`config.mk`:
```
export PLATFORM = sky130hd
export DESIGN_NAME = primitive_index_list_assembler_core_flat
export DESIGN_NICKNAME = d
export VERILOG_FILES = /design/src/rtl/core/pila_pkg.sv /design/src/rtl/core/pila_in_if.sv /design/src/rtl/core/pila_out_if.sv /design/src/rtl/core/pila_assemble.sv /design/src/rtl/core/primitive_index_list_assembler_core.sv /design/src/flat_wrapper.sv
export SDC_FILE = /design/constraint.sdc
export NUM_CORES = 2
export LEC_CHECK = 0
export BUFFER_PORTS_ARGS = -buffer_cell sky130_fd_sc_hd__buf_2
export CAP_MARGIN = 10
export CELL_PAD_IN_SITES_DETAIL_PLACEMENT = 1
export CELL_PAD_IN_SITES_GLOBAL_PLACEMENT = 2
export CORE_ASPECT_RATIO = 0.5
export CORE_MARGIN = 2
export CORE_UTILIZATION = 38
export DETAILED_ROUTE_END_ITERATION = 12
export PLACE_DENSITY_LB_ADDON = 0.15
export SLEW_MARGIN = 5
export SYNTH_ARGS = -nofsm -noshare
export SYNTH_HDL_FRONTEND = slang
export SYNTH_HIERARCHICAL = 1
export SYNTH_SLANG_ARGS = --single-unit
```
`constraint.sdc`:
```
create_clock -name clk -period 6.45 [get_ports clk]
set_clock_uncertainty 0.15 [all_clocks]
set_input_delay 1.29 -clock clk [delete_from_list [all_inputs] [get_ports clk]]
set_output_delay 1.29 -clock clk [all_outputs]
set_load 0.05 [all_outputs]
```
`src/rtl/core/pila_pkg.sv`:
```
package pila_pkg;

    // Width of the index fields on the channels.
    localparam int FIELD_BITS = 32;

    // Most words one vertex can cause (an outlined quad) and the width of a word count.
    localparam int MAX_WORDS  = 8;
    localparam int COUNT_BITS = 4;
    localparam int PTR_BITS   = 3;

    // Configuration port.
    localparam int CFG_INDEX_BITS = 2;
    localparam int CFG_DATA_BITS  = 4;

    typedef enum logic [CFG_INDEX_BITS-1:0] {
        CFG_PRIMITIVE_TYPE      = 2'd0,
        CFG_OUTLINE_MODE        = 2'd1,
        CFG_LAST_VERTEX_PROVOKES = 2'd2,
        CFG_FLAT_SHADE          = 2'd3
    } cfg_index_t;

    typedef enum logic [3:0] {
        PRIM_POINTS     = 4'd0,
        PRIM_LINES      = 4'd1,
        PRIM_LINE_STRIP = 4'd2,
        PRIM_LINE_LOOP  = 4'd3,
        PRIM_TRIS       = 4'd4,
        PRIM_TRI_STRIP  = 4'd5,
        PRIM_TRI_FAN    = 4'd6,
        PRIM_QUADS      = 4'd7,
        PRIM_QUAD_STRIP = 4'd8,
        PRIM_POLYGON    = 4'd9
    } prim_t;

    typedef struct packed {
        prim_t prim_type;
        logic  outline_mode;
        logic  last_vertex_provokes;
        logic  flat_shade;
    } cfg_t;

endpackage

```
`src/rtl/core/pila_in_if.sv`:
```
interface pila_in_if;
    logic                             valid;
    logic                             ready;
    logic [pila_pkg::FIELD_BITS-1:0]  vertex_index;
    logic                             batch_end;

    modport source (output valid, output vertex_index, output batch_end, input ready);
    modport sink   (input valid, input vertex_index, input batch_end, output ready);
endinterface

```
`src/rtl/core/pila_out_if.sv`:
```
interface pila_out_if;
    logic                             valid;
    logic                             ready;
    logic [pila_pkg::FIELD_BITS-1:0]  out_index;
    logic                             run_last;

    modport source (output valid, output out_index, output run_last, input ready);
    modport sink   (input valid, input out_index, input run_last, output ready);
endinterface

```
`src/rtl/core/pila_assemble.sv`:
```
// Assembly state and the combinational list builder for one vertex.
module pila_assemble #(
    parameter int INDEX_BITS = 32
) (
    input  logic                                clk,
    input  logic                                rst_n,
    input  logic                                step,
    input  logic [INDEX_BITS-1:0]               cur,
    input  logic                                batch_end,
    input  pila_pkg::cfg_t                      cfg,
    output logic [INDEX_BITS-1:0]               words [pila_pkg::MAX_WORDS],
    output logic [pila_pkg::COUNT_BITS-1:0]     count
);

    typedef logic [1:0][INDEX_BITS-1:0] pair_t;
    typedef logic [2:0][INDEX_BITS-1:0] triple_t;

    logic [INDEX_BITS-1:0] p0_reg, p1_reg, p2_reg, first_reg;
    logic [1:0]            fill_reg, fill_next;
    logic [1:0]            phase_reg, phase_next;
    logic                  odd_reg, odd_next;
    logic [1:0]            ph_new;
    logic                  odd_new;
    logic [INDEX_BITS-1:0] first;

    // Put the provoking corner first while keeping the cyclic order.
    function automatic pair_t line_pv(input logic [INDEX_BITS-1:0] a,
                                      input logic [INDEX_BITS-1:0] b,
                                      input logic [INDEX_BITS-1:0] p);
        pair_t r;
        if (p == a) begin
            r[0] = a; r[1] = b;
        end else begin
            r[0] = b; r[1] = a;
        end
        return r;
    endfunction

    function automatic triple_t tri_pv(input logic [INDEX_BITS-1:0] a,
                                       input logic [INDEX_BITS-1:0] b,
                                       input logic [INDEX_BITS-1:0] c,
                                       input logic [INDEX_BITS-1:0] p);
        triple_t r;
        if (p == a) begin
            r[0] = a; r[1] = b; r[2] = c;
        end else if (p == b) begin
            r[0] = b; r[1] = c; r[2] = a;
        end else begin
            r[0] = c; r[1] = a; r[2] = b;
        end
        return r;
    endfunction

    always_comb
    begin
        pair_t   l0;
        pair_t   l1;
        triple_t t0;
        logic    lp;
        logic    fs;
        logic    ol;
        lp = cfg.last_vertex_provokes;
        fs = cfg.flat_shade;
        ol = cfg.outline_mode;
        first   = (fill_reg == 2'd0) ? cur : first_reg;
        words   = '{default: '0};
        count   = '0;
        ph_new  = phase_reg;
        odd_new = odd_reg;
        l0 = '0;
        l1 = '0;
        t0 = '0;
        case (cfg.prim_type)
            pila_pkg::PRIM_LINES, pila_pkg::PRIM_TRIS:
            begin
                if (!(lp && fs)) begin
                    words[0] = cur;
                    count    = 4'd1;
                end else if (cfg.prim_type == pila_pkg::PRIM_LINES) begin
                    if (phase_reg == 2'd1) begin
                        l0 = line_pv(p0_reg, cur, cur);
                        words[0] = l0[0]; words[1] = l0[1];
                        count = 4'd2;
                    end
                    ph_new = (phase_reg == 2'd1) ? 2'd0 : 2'd1;
                end else begin
                    if (phase_reg == 2'd2) begin
                        t0 = tri_pv(p1_reg, p0_reg, cur, cur);
                        words[0] = t0[0]; words[1] = t0[1]; words[2] = t0[2];
                        count = 4'd3;
                    end
                    ph_new = (phase_reg >= 2'd2) ? 2'd0 : phase_reg + 2'd1;
                end
            end
            pila_pkg::PRIM_LINE_STRIP, pila_pkg::PRIM_LINE_LOOP:
            begin
                if (fill_reg != 2'd0) begin
                    l0 = line_pv(p0_reg, cur, lp ? cur : p0_reg);
                    words[0] = l0[0]; words[1] = l0[1];
                    count = 4'd2;
                    if (cfg.prim_type == pila_pkg::PRIM_LINE_LOOP && batch_end) begin
                        l1 = line_pv(cur, first, lp ? first : cur);
                        words[2] = l1[0]; words[3] = l1[1];
                        count = 4'd4;
                    end
                end
            end
            pila_pkg::PRIM_TRI_STRIP:
            begin
                if (fill_reg[1]) begin
                    if (odd_reg) begin
                        t0 = tri_pv(p0_reg, p1_reg, cur, lp ? cur : p1_reg);
                    end else begin
                        t0 = tri_pv(p1_reg, p0_reg, cur, lp ? cur : p1_reg);
                    end
                    words[0] = t0[0]; words[1] = t0[1]; words[2] = t0[2];
                    count   = 4'd3;
                    odd_new = ~odd_reg;
                end
            end
            pila_pkg::PRIM_TRI_FAN:
            begin
                if (fill_reg[1]) begin
                    t0 = tri_pv(first, p0_reg, cur, lp ? cur : p0_reg);
                    words[0] = t0[0]; words[1] = t0[1]; words[2] = t0[2];
                    count = 4'd3;
                end
            end
            pila_pkg::PRIM_QUADS:
            begin
                if (phase_reg == 2'd3) begin
                    if (ol) begin
                        words = '{p2_reg, p1_reg, p1_reg, p0_reg, p0_reg, cur, cur, p2_reg};
                        count = 4'd8;
                    end else if (fs) begin
                        words[0] = cur;    words[1] = p2_reg; words[2] = p1_reg;
                        words[3] = cur;    words[4] = p1_reg; words[5] = p0_reg;
                        count = 4'd6;
                    end else begin
                        words[0] = p2_reg; words[1] = p1_reg; words[2] = p0_reg;
                        words[3] = p2_reg; words[4] = p0_reg; words[5] = cur;
                        count = 4'd6;
                    end
                end
                ph_new = phase_reg + 2'd1;
            end
            pila_pkg::PRIM_QUAD_STRIP:
            begin
                if (phase_reg[0] && fill_reg == 2'd3) begin
                    if (ol) begin
                        words = '{p2_reg, p1_reg, p1_reg, cur, cur, p0_reg, p0_reg, p2_reg};
                        count = 4'd8;
                    end else if (fs) begin
                        words[0] = cur;    words[1] = p0_reg; words[2] = p2_reg;
                        words[3] = cur;    words[4] = p2_reg; words[5] = p1_reg;
                        count = 4'd6;
                    end else begin
                        words[0] = p2_reg; words[1] = p1_reg; words[2] = p0_reg;
                        words[3] = p0_reg; words[4] = p1_reg; words[5] = cur;
                        count = 4'd6;
                    end
                end
                ph_new = {1'b0, ~phase_reg[0]};
            end
            pila_pkg::PRIM_POLYGON:
            begin
                if (ol) begin
                    if (fill_reg != 2'd0) begin
                        words[0] = p0_reg; words[1] = cur;
                        count = 4'd2;
                        if (batch_end) begin
                            words[2] = cur; words[3] = first;
                            count = 4'd4;
                        end
                    end
                end else if (fill_reg[1]) begin
                    words[0] = first; words[1] = p0_reg; words[2] = cur;
                    count = 4'd3;
                end
            end
            default:
            begin
                // Points and the unused type codes pass each index through.
                words[0] = cur;
                count    = 4'd1;
            end
        endcase
    end

    always_comb
    begin
        if (batch_end) begin
            fill_next  = 2'd0;
            phase_next = 2'd0;
            odd_next   = 1'b0;
        end else begin
            fill_next  = (fill_reg == 2'd3) ? 2'd3 : fill_reg + 2'd1;
            phase_next = ph_new;
            odd_next   = odd_new;
        end
    end

    always_ff @(posedge clk or negedge rst_n)
    begin
        if (!rst_n) begin
            p0_reg    <= '0;
            p1_reg    <= '0;
            p2_reg    <= '0;
            first_reg <= '0;
            fill_reg  <= '0;
            phase_reg <= '0;
            odd_reg   <= 1'b0;
        end else if (step) begin
            p2_reg    <= p1_reg;
            p1_reg    <= p0_reg;
            p0_reg    <= cur;
            first_reg <= first;
            fill_reg  <= fill_next;
            phase_reg <= phase_next;
            odd_reg   <= odd_next;
        end
    end

endmodule

```
`src/rtl/core/primitive_index_list_assembler_core.sv`:
```
// Primitive index list assembler.
// The vertices channel takes one vertex index per word, with batch_end set on
// the last vertex of a batch. The indices channel returns the plain point, line
// or triangle list for the configured primitive type, one index per word, and
// run_last marks the final word caused by a given vertex. Vertices that close
// no primitive cause no words at all.
// An accepted vertex is held in the input register, is expanded into the
// list buffer once that buffer is free, and its index words are then offered
// from the list buffer, which drains over the single indices port, one word
// per cycle while the receiver is ready. A vertex causes 1 word for points,
// 2 per line strip vertex, 3 per strip or fan triangle, 6 or 8 on a closing
// quad vertex. A vertex is accepted in the same cycle that the last word of
// the previous list is taken.
// Reset (rst_n low, asynchronous) clears the configuration to points with all
// modes off, empties both registers and clears the assembly state. When the
// receiver stalls, the current word holds and the vertices channel backs up
// after one more vertex has been captured. Configuration writes are taken at
// any edge with cfg_we high and must only happen while the block is idle.
module primitive_index_list_assembler_core #(
    parameter int INDEX_BITS = 32
) (
    input  logic                                  clk,
    input  logic                                  rst_n,
    pila_in_if.sink                               vertices,
    pila_out_if.source                            indices,
    input  logic                                  cfg_we,
    input  logic [pila_pkg::CFG_INDEX_BITS-1:0]   cfg_index,
    input  logic [pila_pkg::CFG_DATA_BITS-1:0]    cfg_wdata
);

    pila_pkg::cfg_t cfg_reg;

    // Input register.
    logic                  in_vld_reg;
    logic [INDEX_BITS-1:0] in_idx_reg;
    logic                  in_end_reg;

    // List buffer that the indices port drains.
    logic [INDEX_BITS-1:0]           list_mem_reg [pila_pkg::MAX_WORDS];
    logic                            list_vld_reg;
    logic [pila_pkg::COUNT_BITS-1:0] list_len_reg;
    logic [pila_pkg::PTR_BITS-1:0]   rd_ptr_reg;

    logic [INDEX_BITS-1:0]           gen_words [pila_pkg::MAX_WORDS];
    logic [pila_pkg::COUNT_BITS-1:0] gen_count;

    logic accept_in;
    logic fire_out;
    logic last_word;
    logic list_free;
    logic load;

    assign accept_in = vertices.valid && vertices.ready;
    assign fire_out  = list_vld_reg && indices.ready;
    assign last_word = ({1'b0, rd_ptr_reg} == (list_len_reg - 4'd1));
    assign list_free = !list_vld_reg || (fire_out && last_word);
    assign load      = in_vld_reg && list_free;

    assign vertices.ready    = !in_vld_reg || load;
    assign indices.valid     = list_vld_reg;
    assign indices.out_index = pila_pkg::FIELD_BITS'(list_mem_reg[rd_ptr_reg]);
    assign indices.run_last  = last_word;

    // Configuration registers; an index past the list cannot be encoded.
    always_ff @(posedge clk or negedge rst_n)
    begin
        if (!rst_n) begin
            cfg_reg <= '{pila_pkg::PRIM_POINTS, 1'b0, 1'b0, 1'b0};
        end else if (cfg_we) begin
            case (pila_pkg::cfg_index_t'(cfg_index))
                pila_pkg::CFG_PRIMITIVE_TYPE:
                    cfg_reg.prim_type <= pila_pkg::prim_t'(cfg_wdata);
                pila_pkg::CFG_OUTLINE_MODE:
                    cfg_reg.outline_mode <= cfg_wdata[0];
                pila_pkg::CFG_LAST_VERTEX_PROVOKES:
                    cfg_reg.last_vertex_provokes <= cfg_wdata[0];
                pila_pkg::CFG_FLAT_SHADE:
                    cfg_reg.flat_shade <= cfg_wdata[0];
                default:
                    cfg_reg <= cfg_reg;
            endcase
        end
    end

    always_ff @(posedge clk or negedge rst_n)
    begin
        if (!rst_n) begin
            in_vld_reg <= 1'b0;
        end else if (accept_in) begin
            in_vld_reg <= 1'b1;
        end else if (load) begin
            in_vld_reg <= 1'b0;
        end
    end

    always_ff @(posedge clk)
    begin
        if (accept_in) begin
            in_idx_reg <= vertices.vertex_index[INDEX_BITS-1:0];
            in_end_reg <= vertices.batch_end;
        end
    end

    pila_assemble #(
        .INDEX_BITS (INDEX_BITS)
    ) u_assemble (
        .clk       (clk),
        .rst_n     (rst_n),
        .step      (load),
        .cur       (in_idx_reg),
        .batch_end (in_end_reg),
        .cfg       (cfg_reg),
        .words     (gen_words),
        .count     (gen_count)
    );

    // A vertex that causes no words leaves the buffer empty.
    always_ff @(posedge clk or negedge rst_n)
    begin
        if (!rst_n) begin
            list_vld_reg <= 1'b0;
            list_len_reg <= '0;
            rd_ptr_reg   <= '0;
        end else if (load) begin
            list_vld_reg <= (gen_count != 4'd0);
            list_len_reg <= gen_count;
            rd_ptr_reg   <= '0;
        end else if (fire_out) begin
            if (last_word) begin
                list_vld_reg <= 1'b0;
            end else begin
                rd_ptr_reg <= rd_ptr_reg + 3'd1;
            end
        end
    end

    always_ff @(posedge clk)
    begin
        if (load) begin
            list_mem_reg <= gen_words;
        end
    end

    a_ptr_in_list: assert property (@(posedge clk) disable iff (!rst_n)
        list_vld_reg |-> ({1'b0, rd_ptr_reg} < list_len_reg))
        else $error("read pointer past the end of the list");

    a_len_range: assert property (@(posedge clk) disable iff (!rst_n)
        list_vld_reg |-> (list_len_reg != 4'd0 && list_len_reg <= 4'd8))
        else $error("list length out of range");

    a_drain_empties: assert property (@(posedge clk) disable iff (!rst_n)
        (fire_out && last_word && !(load && gen_count != 4'd0)) |=> !list_vld_reg)
        else $error("list still offered after its last word was taken");

    a_capture: assert property (@(posedge clk) disable iff (!rst_n)
        accept_in |=> in_vld_reg)
        else $error("accepted vertex lost from the input register");

    a_no_overrun: assert property (@(posedge clk) disable iff (!rst_n)
        (list_vld_reg && !indices.ready) |=> ($stable(rd_ptr_reg) && list_vld_reg))
        else $error("list advanced while the receiver stalled");

endmodule

```
`src/flat_wrapper.sv`:
```
// flat-port wrapper written by rule: the top's interface ports become plain ports
module primitive_index_list_assembler_core_flat 
#(
    parameter int INDEX_BITS = 32
)
  (clk, rst_n, cfg_we, cfg_index, cfg_wdata, vertices_valid, vertices_vertex_index, vertices_batch_end, vertices_ready, indices_valid, indices_out_index, indices_run_last, indices_ready);
  pila_in_if vertices_i ();
  pila_out_if indices_i ();
  input  logic clk;
  input  logic rst_n;
  input  logic cfg_we;
  input  logic [pila_pkg::CFG_INDEX_BITS-1:0] cfg_index;
  input  logic [pila_pkg::CFG_DATA_BITS-1:0] cfg_wdata;
  input wire logic [$bits(vertices_i.valid)-1:0] vertices_valid;
  input wire logic [$bits(vertices_i.vertex_index)-1:0] vertices_vertex_index;
  input wire logic [$bits(vertices_i.batch_end)-1:0] vertices_batch_end;
  output wire logic [$bits(vertices_i.ready)-1:0] vertices_ready;
  output wire logic [$bits(indices_i.valid)-1:0] indices_valid;
  output wire logic [$bits(indices_i.out_index)-1:0] indices_out_index;
  output wire logic [$bits(indices_i.run_last)-1:0] indices_run_last;
  input wire logic [$bits(indices_i.ready)-1:0] indices_ready;
  assign vertices_i.valid = vertices_valid;
  assign vertices_i.vertex_index = vertices_vertex_index;
  assign vertices_i.batch_end = vertices_batch_end;
  assign vertices_ready = vertices_i.ready;
  assign indices_valid = indices_i.valid;
  assign indices_out_index = indices_i.out_index;
  assign indices_run_last = indices_i.run_last;
  assign indices_i.ready = indices_ready;
  primitive_index_list_assembler_core #(.INDEX_BITS(INDEX_BITS)) u_core (.clk(clk), .rst_n(rst_n), .vertices(vertices_i), .indices(indices_i), .cfg_we(cfg_we), .cfg_index(cfg_index), .cfg_wdata(cfg_wdata));
endmodule
```
Word-level counts from Yosys, hierarchy flattened
Cells that the tools add are included.
{ "totals": {"reg_bits": 438, "latch_bits": 0, "mem_bits_rw": 0, "mem_bits_ro": 0, "in_bits": 44, "out_inout_bits": 35, "n_memories": 0} }
{ "classes": {"addsub": 4, "n_mul": 0, "div_mod_pow": 0, "n_lt_le_gt_ge": 2, "eq_ne": 26, "shift": 0, "mux": 79, "n_bitwise": 3, "n_reduce_logical": 32} }
{ "ops": {"columns": ["cell", "count"], "rows": [
  ["$mux 96", 14],
  ["$mux 192", 4],
  ["$mux 64", 10],
  ["$mux 256", 2],
  ["$pmux 64 s7", 1],
  ["$mux 32", 9],
  ["$mux 128", 2],
  ["$pmux 128 s2", 1],
  ["$eq 32x32->1", 7],
  ["$pmux 32 s7", 1],
  ["$pmux 32 s4", 1],
  ["$bmux 32 s3", 1],
  ["$mux 4", 7],
  ["$pmux 4 s6", 1],
  ["$mux 2", 9],
  ["$mux 3", 6],
  ["$eq 4x3->1 const B", 4],
  ["$reduce_and 2->1", 6],
  ["$reduce_bool 2->1", 6],
  ["$eq 2x2->1 const B", 5],
  ["$mux 1", 9],
  ["$eq 4x2->1 const B", 2],
  ["$eq 4x4->1 const B", 2],
  ["$reduce_bool 4->1", 2],
  ["19 further kinds", 34]
]} }

Depth between registers and ports, before layout
{ "depth": {"ltp_word": 8, "depth_mapped": 15, "depth_no_buf": 10} }

Hierarchy
Netlist, hierarchy kept.
{ "by_module_without_submodules": {"columns": ["module", "n_inst", "cells_per_inst", "area_per_inst_um2", "seq_area_each_um2"], "rows": [
  ["pila_assemble", 1, 2744, 20170.6, 3328.2],
  ["primitive_index_list_assembler_core", 1, 468, 11372.2, 9078.7]
]} }

Worst setup path before layout
Ideal clock, no wire load.
{ "synth_timing": {"path_kind": "in2reg", "startpoint": "input indices_ready", "endpoint": "register u_core.u_assemble.first_reg[11]", "setup_time_ps": 125, "t_arrival_ps": 5720, "path_slack_ps": 455, "path_stages": 7, "path_cell_list": "a31oi_1 nand2b_4 inv_2 and2_1 clkbuf_1 buf_1 mux2_2"} }
{ "synth_via": {"elab_chain_len": 4} }
{ "synth_lines": {"columns": ["item", "line", "source"], "rows": [
  ["start: declaration", "flat_wrapper.sv:21", "input wire logic [$bits(indices_i.ready)-1:0] indices_ready;"],
  ["$logic_and 1x1->1", "primitive_index_list_assembler_core.sv:54", "assign fire_out = list_vld_reg && indices.ready;"],
  ["$logic_and 1x1->1", "primitive_index_list_assembler_core.sv:56", "assign list_free = !list_vld_reg || (fire_out && last_word);"],
  ["$logic_or 1x1->1", "primitive_index_list_assembler_core.sv:56", null],
  ["$logic_and 1x1->1", "primitive_index_list_assembler_core.sv:57", "assign load = in_vld_reg && list_free;"],
  ["via u_core.load", "primitive_index_list_assembler_core.sv:51", "logic load;"],
  ["end signal: assignment", "pila_assemble.sv:217", "first_reg <= first;"],
  ["end: declaration", "pila_assemble.sv:18", "logic [INDEX_BITS-1:0] p0_reg, p1_reg, p2_reg, first_reg;"]
]} }
The timed path passes the listed nets, and every way through them passes these cells.
A chain may end at the register's enable or synchronous reset.

==> flow_summary.html <==
<table>
<tr><th>Metric</th><th>Value</th></tr>
<tr><th colspan="2">Synthesis</th></tr>
<tr><td>Synth async-reset ratio</td><td>34.0%</td></tr>
<tr><td>Cell count after synthesis</td><td>3,212</td></tr>
<tr><td>Synthesized flop and latch total</td><td>438</td></tr>
<tr><td>Yosys Warn Count</td><td>6</td></tr>
<tr><td>Syn Area/Cell</td><td>9.82 um2</td></tr>
<tr><td>Share of Yosys cell area claimed by the top area cell type</td><td>27.5%</td></tr>
<tr><td>Number of flops mapped to enable cells by yosys</td><td>289</td></tr>
<tr><td>Commonest cells post-synth</td><td>clkbuf_1, nand2_1, edfxtp_1, mux2_2, o21ai_0</td></tr>
<tr><td>Syn Std Cell Area</td><td>0.0315 mm2</td></tr>
<tr><td>Fraction of the yosys area taken by sequential cells</td><td>39.3%</td></tr>
<tr><td>Number of distinct library cells after synthesis</td><td>85</td></tr>
<tr><td>Syn nets</td><td>3,261</td></tr>
<tr><td>Library cell with the highest instance count after synthesis</td><td>clkbuf_1</td></tr>
<tr><td>Largest area contributor in the synthesized netlist</td><td>edfxtp_1</td></tr>
<tr><td>Most area-consuming cells after synthesis</td><td>edfxtp_1, dfrtp_1, mux2_2</td></tr>
<tr><td>Most common flop cell mapped by yosys</td><td>edfxtp_1</td></tr>
<tr><th colspan="2">Setup path</th></tr>
<tr><td>Cell Chain, Critical Path</td><td>mux2_2, xor2_1, nor4_1, nand4_1, or2_4, or3_1, buf_4, o221ai_1, a21o_1, o211ai_1</td></tr>
<tr><td>Crit path DAT</td><td>5.69 ns</td></tr>
<tr><td>Max FO, Critical Path</td><td>45</td></tr>
<tr><td>Path type of the worst setup path</td><td>reg -&gt; reg</td></tr>
<tr><td>CP max stage cell</td><td>dfrtp_4</td></tr>
<tr><td>Largest stage delay, worst path</td><td>1.00 ns</td></tr>
<tr><td>Critical Path End Type</td><td>flip-flop</td></tr>
<tr><td>Required arrival time at the worst endpoint</td><td>6.66 ns</td></tr>
<tr><td>Largest delay share family, worst path</td><td>simple AND/OR/NAND/NOR gates</td></tr>
<tr><td>Number of buffer and inverter instances along the worst setup path</td><td>1</td></tr>
<tr><td>Startpoint Class</td><td>flip-flop</td></tr>
<tr><th colspan="2">Power and ir drop</th></tr>
<tr><td>Power density over cell area</td><td>244 mW/mm2</td></tr>
<tr><td>Leakage power of the design</td><td>13.6 nW</td></tr>
<tr><td>Final Total Pwr</td><td>8.49 mW</td></tr>
<tr><td>Highest ir drop seen on vdd</td><td>219 uV</td></tr>
<tr><th colspan="2">Clock network</th></tr>
<tr><td>Number of buffers added for setup after CTS</td><td>0</td></tr>
<tr><td>Clock latency on the worst-skew pair</td><td>0.63 ns</td></tr>
<tr><td>Clk root buf</td><td>clkbuf_16</td></tr>
<tr><td>CTS Hold Bufs</td><td>0</td></tr>
<tr><td>Post-cts resize count</td><td>0</td></tr>
<tr><td>Clock tree from TritonCTS</td><td>yes</td></tr>
<tr><td>Deepest clock path buffer count</td><td>3</td></tr>
<tr><td>Number of clock buffers inserted by TritonCTS</td><td>47</td></tr>
<tr><td>Number of H-tree branching levels</td><td>2</td></tr>
<tr><td>Sink Count</td><td>438</td></tr>
<tr><td>Clock Pin Slew Worst Setup and Hold Paths</td><td>0.07 ns</td></tr>
<tr><th colspan="2">Timing</th></tr>
<tr><td>Final TNS setup</td><td>0 ns</td></tr>
<tr><td>Final Hold Violating Endpoints</td><td>0</td></tr>
<tr><td>Worst max-slew margin expressed relative to the limit</td><td>6.86%</td></tr>
<tr><td>Final Max Slew Viols</td><td>0</td></tr>
<tr><td>Worst slew pin tran</td><td>1.39 ns</td></tr>
<tr><td>RSZ-0062 raised after global routing</td><td>false</td></tr>
<tr><td>Maximum operating frequency</td><td>182 MHz</td></tr>
<tr><td>Final Critical Period</td><td>5.49 ns</td></tr>
<tr><td>Setup violators final</td><td>0</td></tr>
<tr><td>Post-route fraction of the period consumed by the critical path</td><td>85.0%</td></tr>
<tr><th colspan="2">Floorplan</th></tr>
<tr><td>Count of boundary I/O pins</td><td>79</td></tr>
<tr><td>Initial core utilization</td><td>38.5%</td></tr>
<tr><td>Core Box Area</td><td>0.0819 mm2</td></tr>
<tr><td>Die Footprint</td><td>0.0855 mm2</td></tr>
<tr><td># rows</td><td>74</td></tr>
<tr><td>Die width</td><td>411 um</td></tr>
<tr><td>Floorplan die height</td><td>208 um</td></tr>
<tr><th colspan="2">Cells and area</th></tr>
<tr><td>Filler cell count</td><td>9,036</td></tr>
<tr><td>Number of nets in the finished design</td><td>3,112</td></tr>
<tr><td>Total area of multi-input combinational cells</td><td>0.0174 mm2</td></tr>
<tr><td>Number of flip-flops under the largest register name</td><td>256</td></tr>
<tr><td>Layout-stage area growth over the synthesis result</td><td>10.4%</td></tr>
<tr><td>Area taken by flip-flops and latches</td><td>0.0124 mm2</td></tr>
<tr><td>N_diodes</td><td>0</td></tr>
<tr><td>Share of post-route cells with drive strength above 1</td><td>22.4%</td></tr>
<tr><th colspan="2">GRT</th></tr>
<tr><td>Via count of the first global-routing pass</td><td>28,900</td></tr>
<tr><td>Initial antenna violation count</td><td>9</td></tr>
<tr><td>Pin count of the biggest net entering global routing</td><td>100</td></tr>
<tr><td>Wire length of the first global-routing pass</td><td>236,000 um</td></tr>
<tr><td>Total routing resource utilization after global routing</td><td>38.9%</td></tr>
<tr><td>Total congestion overflow</td><td>0</td></tr>
<tr><th colspan="2">Place</th></tr>
<tr><td>Hpwl dp</td><td>117,000 um</td></tr>
<tr><td>Number of buffer cells added on primary ports</td><td>78</td></tr>
<tr><td>Routability-driven placement congestion ratio</td><td>1.06</td></tr>
<tr><th colspan="2">Drt</th></tr>
<tr><td>Mean number of vias per cell</td><td>7.19</td></tr>
<tr><td>Detailed router's first-iteration violation count</td><td>5,192</td></tr>
<tr><td>Routed wirelength normalized by instance count</td><td>40.3 um</td></tr>
<tr><td>DRC violation count after routing</td><td>0</td></tr>
<tr><td>Iteration count of the initial detailed-routing pass</td><td>9</td></tr>
<tr><td>Total number of vias</td><td>30,200</td></tr>
<tr><td>Overall routed net length</td><td>169,000 um</td></tr>
<tr><td>Post-DRT Antenna Nets</td><td>0</td></tr>
<tr><th colspan="2">Flow run</th></tr>
<tr><td>Number of maximum-capacitance constraint violations</td><td>0</td></tr>
<tr><th colspan="2">Run status</th></tr>
<tr><td>Result of the run</td><td>complete, no violations</td></tr>
<tr><th colspan="2">Min path</th></tr>
<tr><td>Type of the worst min-delay path</td><td>reg -&gt; reg</td></tr>
</table>
[cell families after synthesis]
logic type	synth area share [%]
multiplexers	16.6
AND/OR/NAND/NOR	10.5
AO/OA/AOI/OAI	22.6
flip-flops	39.3
buffers and inverters	6.33
adder cells (fa/ha/maj)	0.198
XOR/XNOR	4.38
[path summary, 6_finish.rpt]
path | slack [ns] | start | cells past startpoint | to
min reg2reg | 0.39 | u_core/list_len_reg[3]$_DFFE_PN0P_ | 1 | u_core/list_len_reg[3]$_DFFE_PN0P_
max in group asynchronous | 4.47 | rst_n | 2 | u_core/u_assemble/first_reg[20]$_DFFE_PN0P_
min in group asynchronous | 0.57 | rst_n | 1 | u_core/cfg_reg[6]$_DFFE_PN0P_
min | 0.39 | u_core/list_len_reg[3]$_DFFE_PN0P_ | 1 | u_core/list_len_reg[3]$_DFFE_PN0P_
max | 0.96 | u_core/cfg_reg[1]$_DFFE_PN0P_ | 10 | u_core/list_mem_reg[179]$_DFFE_PP_
max reg2reg | 0.96 | u_core/cfg_reg[1]$_DFFE_PN0P_ | 10 | u_core/list_mem_reg[179]$_DFFE_PP_
[per-stage QoR]
| step | util (%) | worst slack (ns) | instance area, um2 | cells | hold slack (ns) |
|---|---|---|---|---|---|
| after floorplan | - | 0.455 | 31500 | 3212 | 0.327 |
| after global placement | 40.6 | 1.26 | 33200 | 4115 | 0.369 |
| after detailed placement | 40.6 | 1.20 | 33200 | 4116 | 0.383 |
| after CTS | 42.5 | 1.18 | 34800 | 4203 | 0.398 |
| after global routing | 42.5 | 0.976 | 34800 | 4203 | 0.412 |
| final | 42.5 | 0.965 | 34800 | 4203 | 0.394 |
[where the power goes]
group / internal, mW / leakage, nW / switching [mW] / total, mW
Combinational: 0.743 / 7.90 / 1.67 / 2.42
Clock: 1.57 / 0.763 / 1.35 / 2.92
Sequential: 3.01 / 4.89 / 0.146 / 3.16
Total: 5.32 / 13.6 / 3.17 / 8.49
[area by class of cell]
type	count	share of cell area (%)
Multi-Input combinational cell	2262	49.9
Sequential cell	438	35.7
Timing Repair Buffer	259	5.35
Tap cell	1102	3.96
Clock buffer	56	3.68
Clock inverter	31	0.844
Inverter	55	0.614
[cells in the final DEF, fill, tap and decap left out, drive strengths merged, types with 7 or more instances in the layout]
master    count
nand2       290
edfxtp      289
buf         259
mux2        221
o21ai       194
dfrtp       149
nor2        132
mux2i       129
xnor2       126
a21oi       114
a22oi       110
a221oi       79
a222oi       76
nand3        72
mux4         64
a221o        63
inv          60
clkbuf       56
o221ai       54
o22ai        52
nor2b        47
o211ai       43
and2         43
a21o         37
nor3         35
a22o         34
xor2         29
a31oi        24
nand4        21
nor4         19
a211oi       18
clkinv       16
a21bo        10
nand2b       10
or3           9
and3          9
a311o         9
a211o         8
clkinvlp      7
or2           7
[worst register-to-register path, cell delays in order, from the launching register on]
cell and delay, ns:
dfrtp_4 1.00, mux2_2 0.49, xor2_1 0.15, nor4_1 0.81, nand4_1 0.48, or2_4 0.66
or3_1 0.62, buf_4 0.38, o221ai_1 0.27, a21o_1 0.12, o211ai_1 0.10
[layer usage]
layer | wire (um) | vias to the layer above | share of wire, % | track usage [%]
met5 | 155 | - | 0.091 | 1.00
met4 | 4030 | 6 | 2.4 | 9.04
met3 | 24500 | 250 | 14 | 13.8
met2 | 64300 | 2201 | 38 | 49.7
met1 | 76400 | 15800 | 45 | 60.4
li1 | - | 12000 | - | -
No activity file was read; power rests on OpenSTA's default activity.
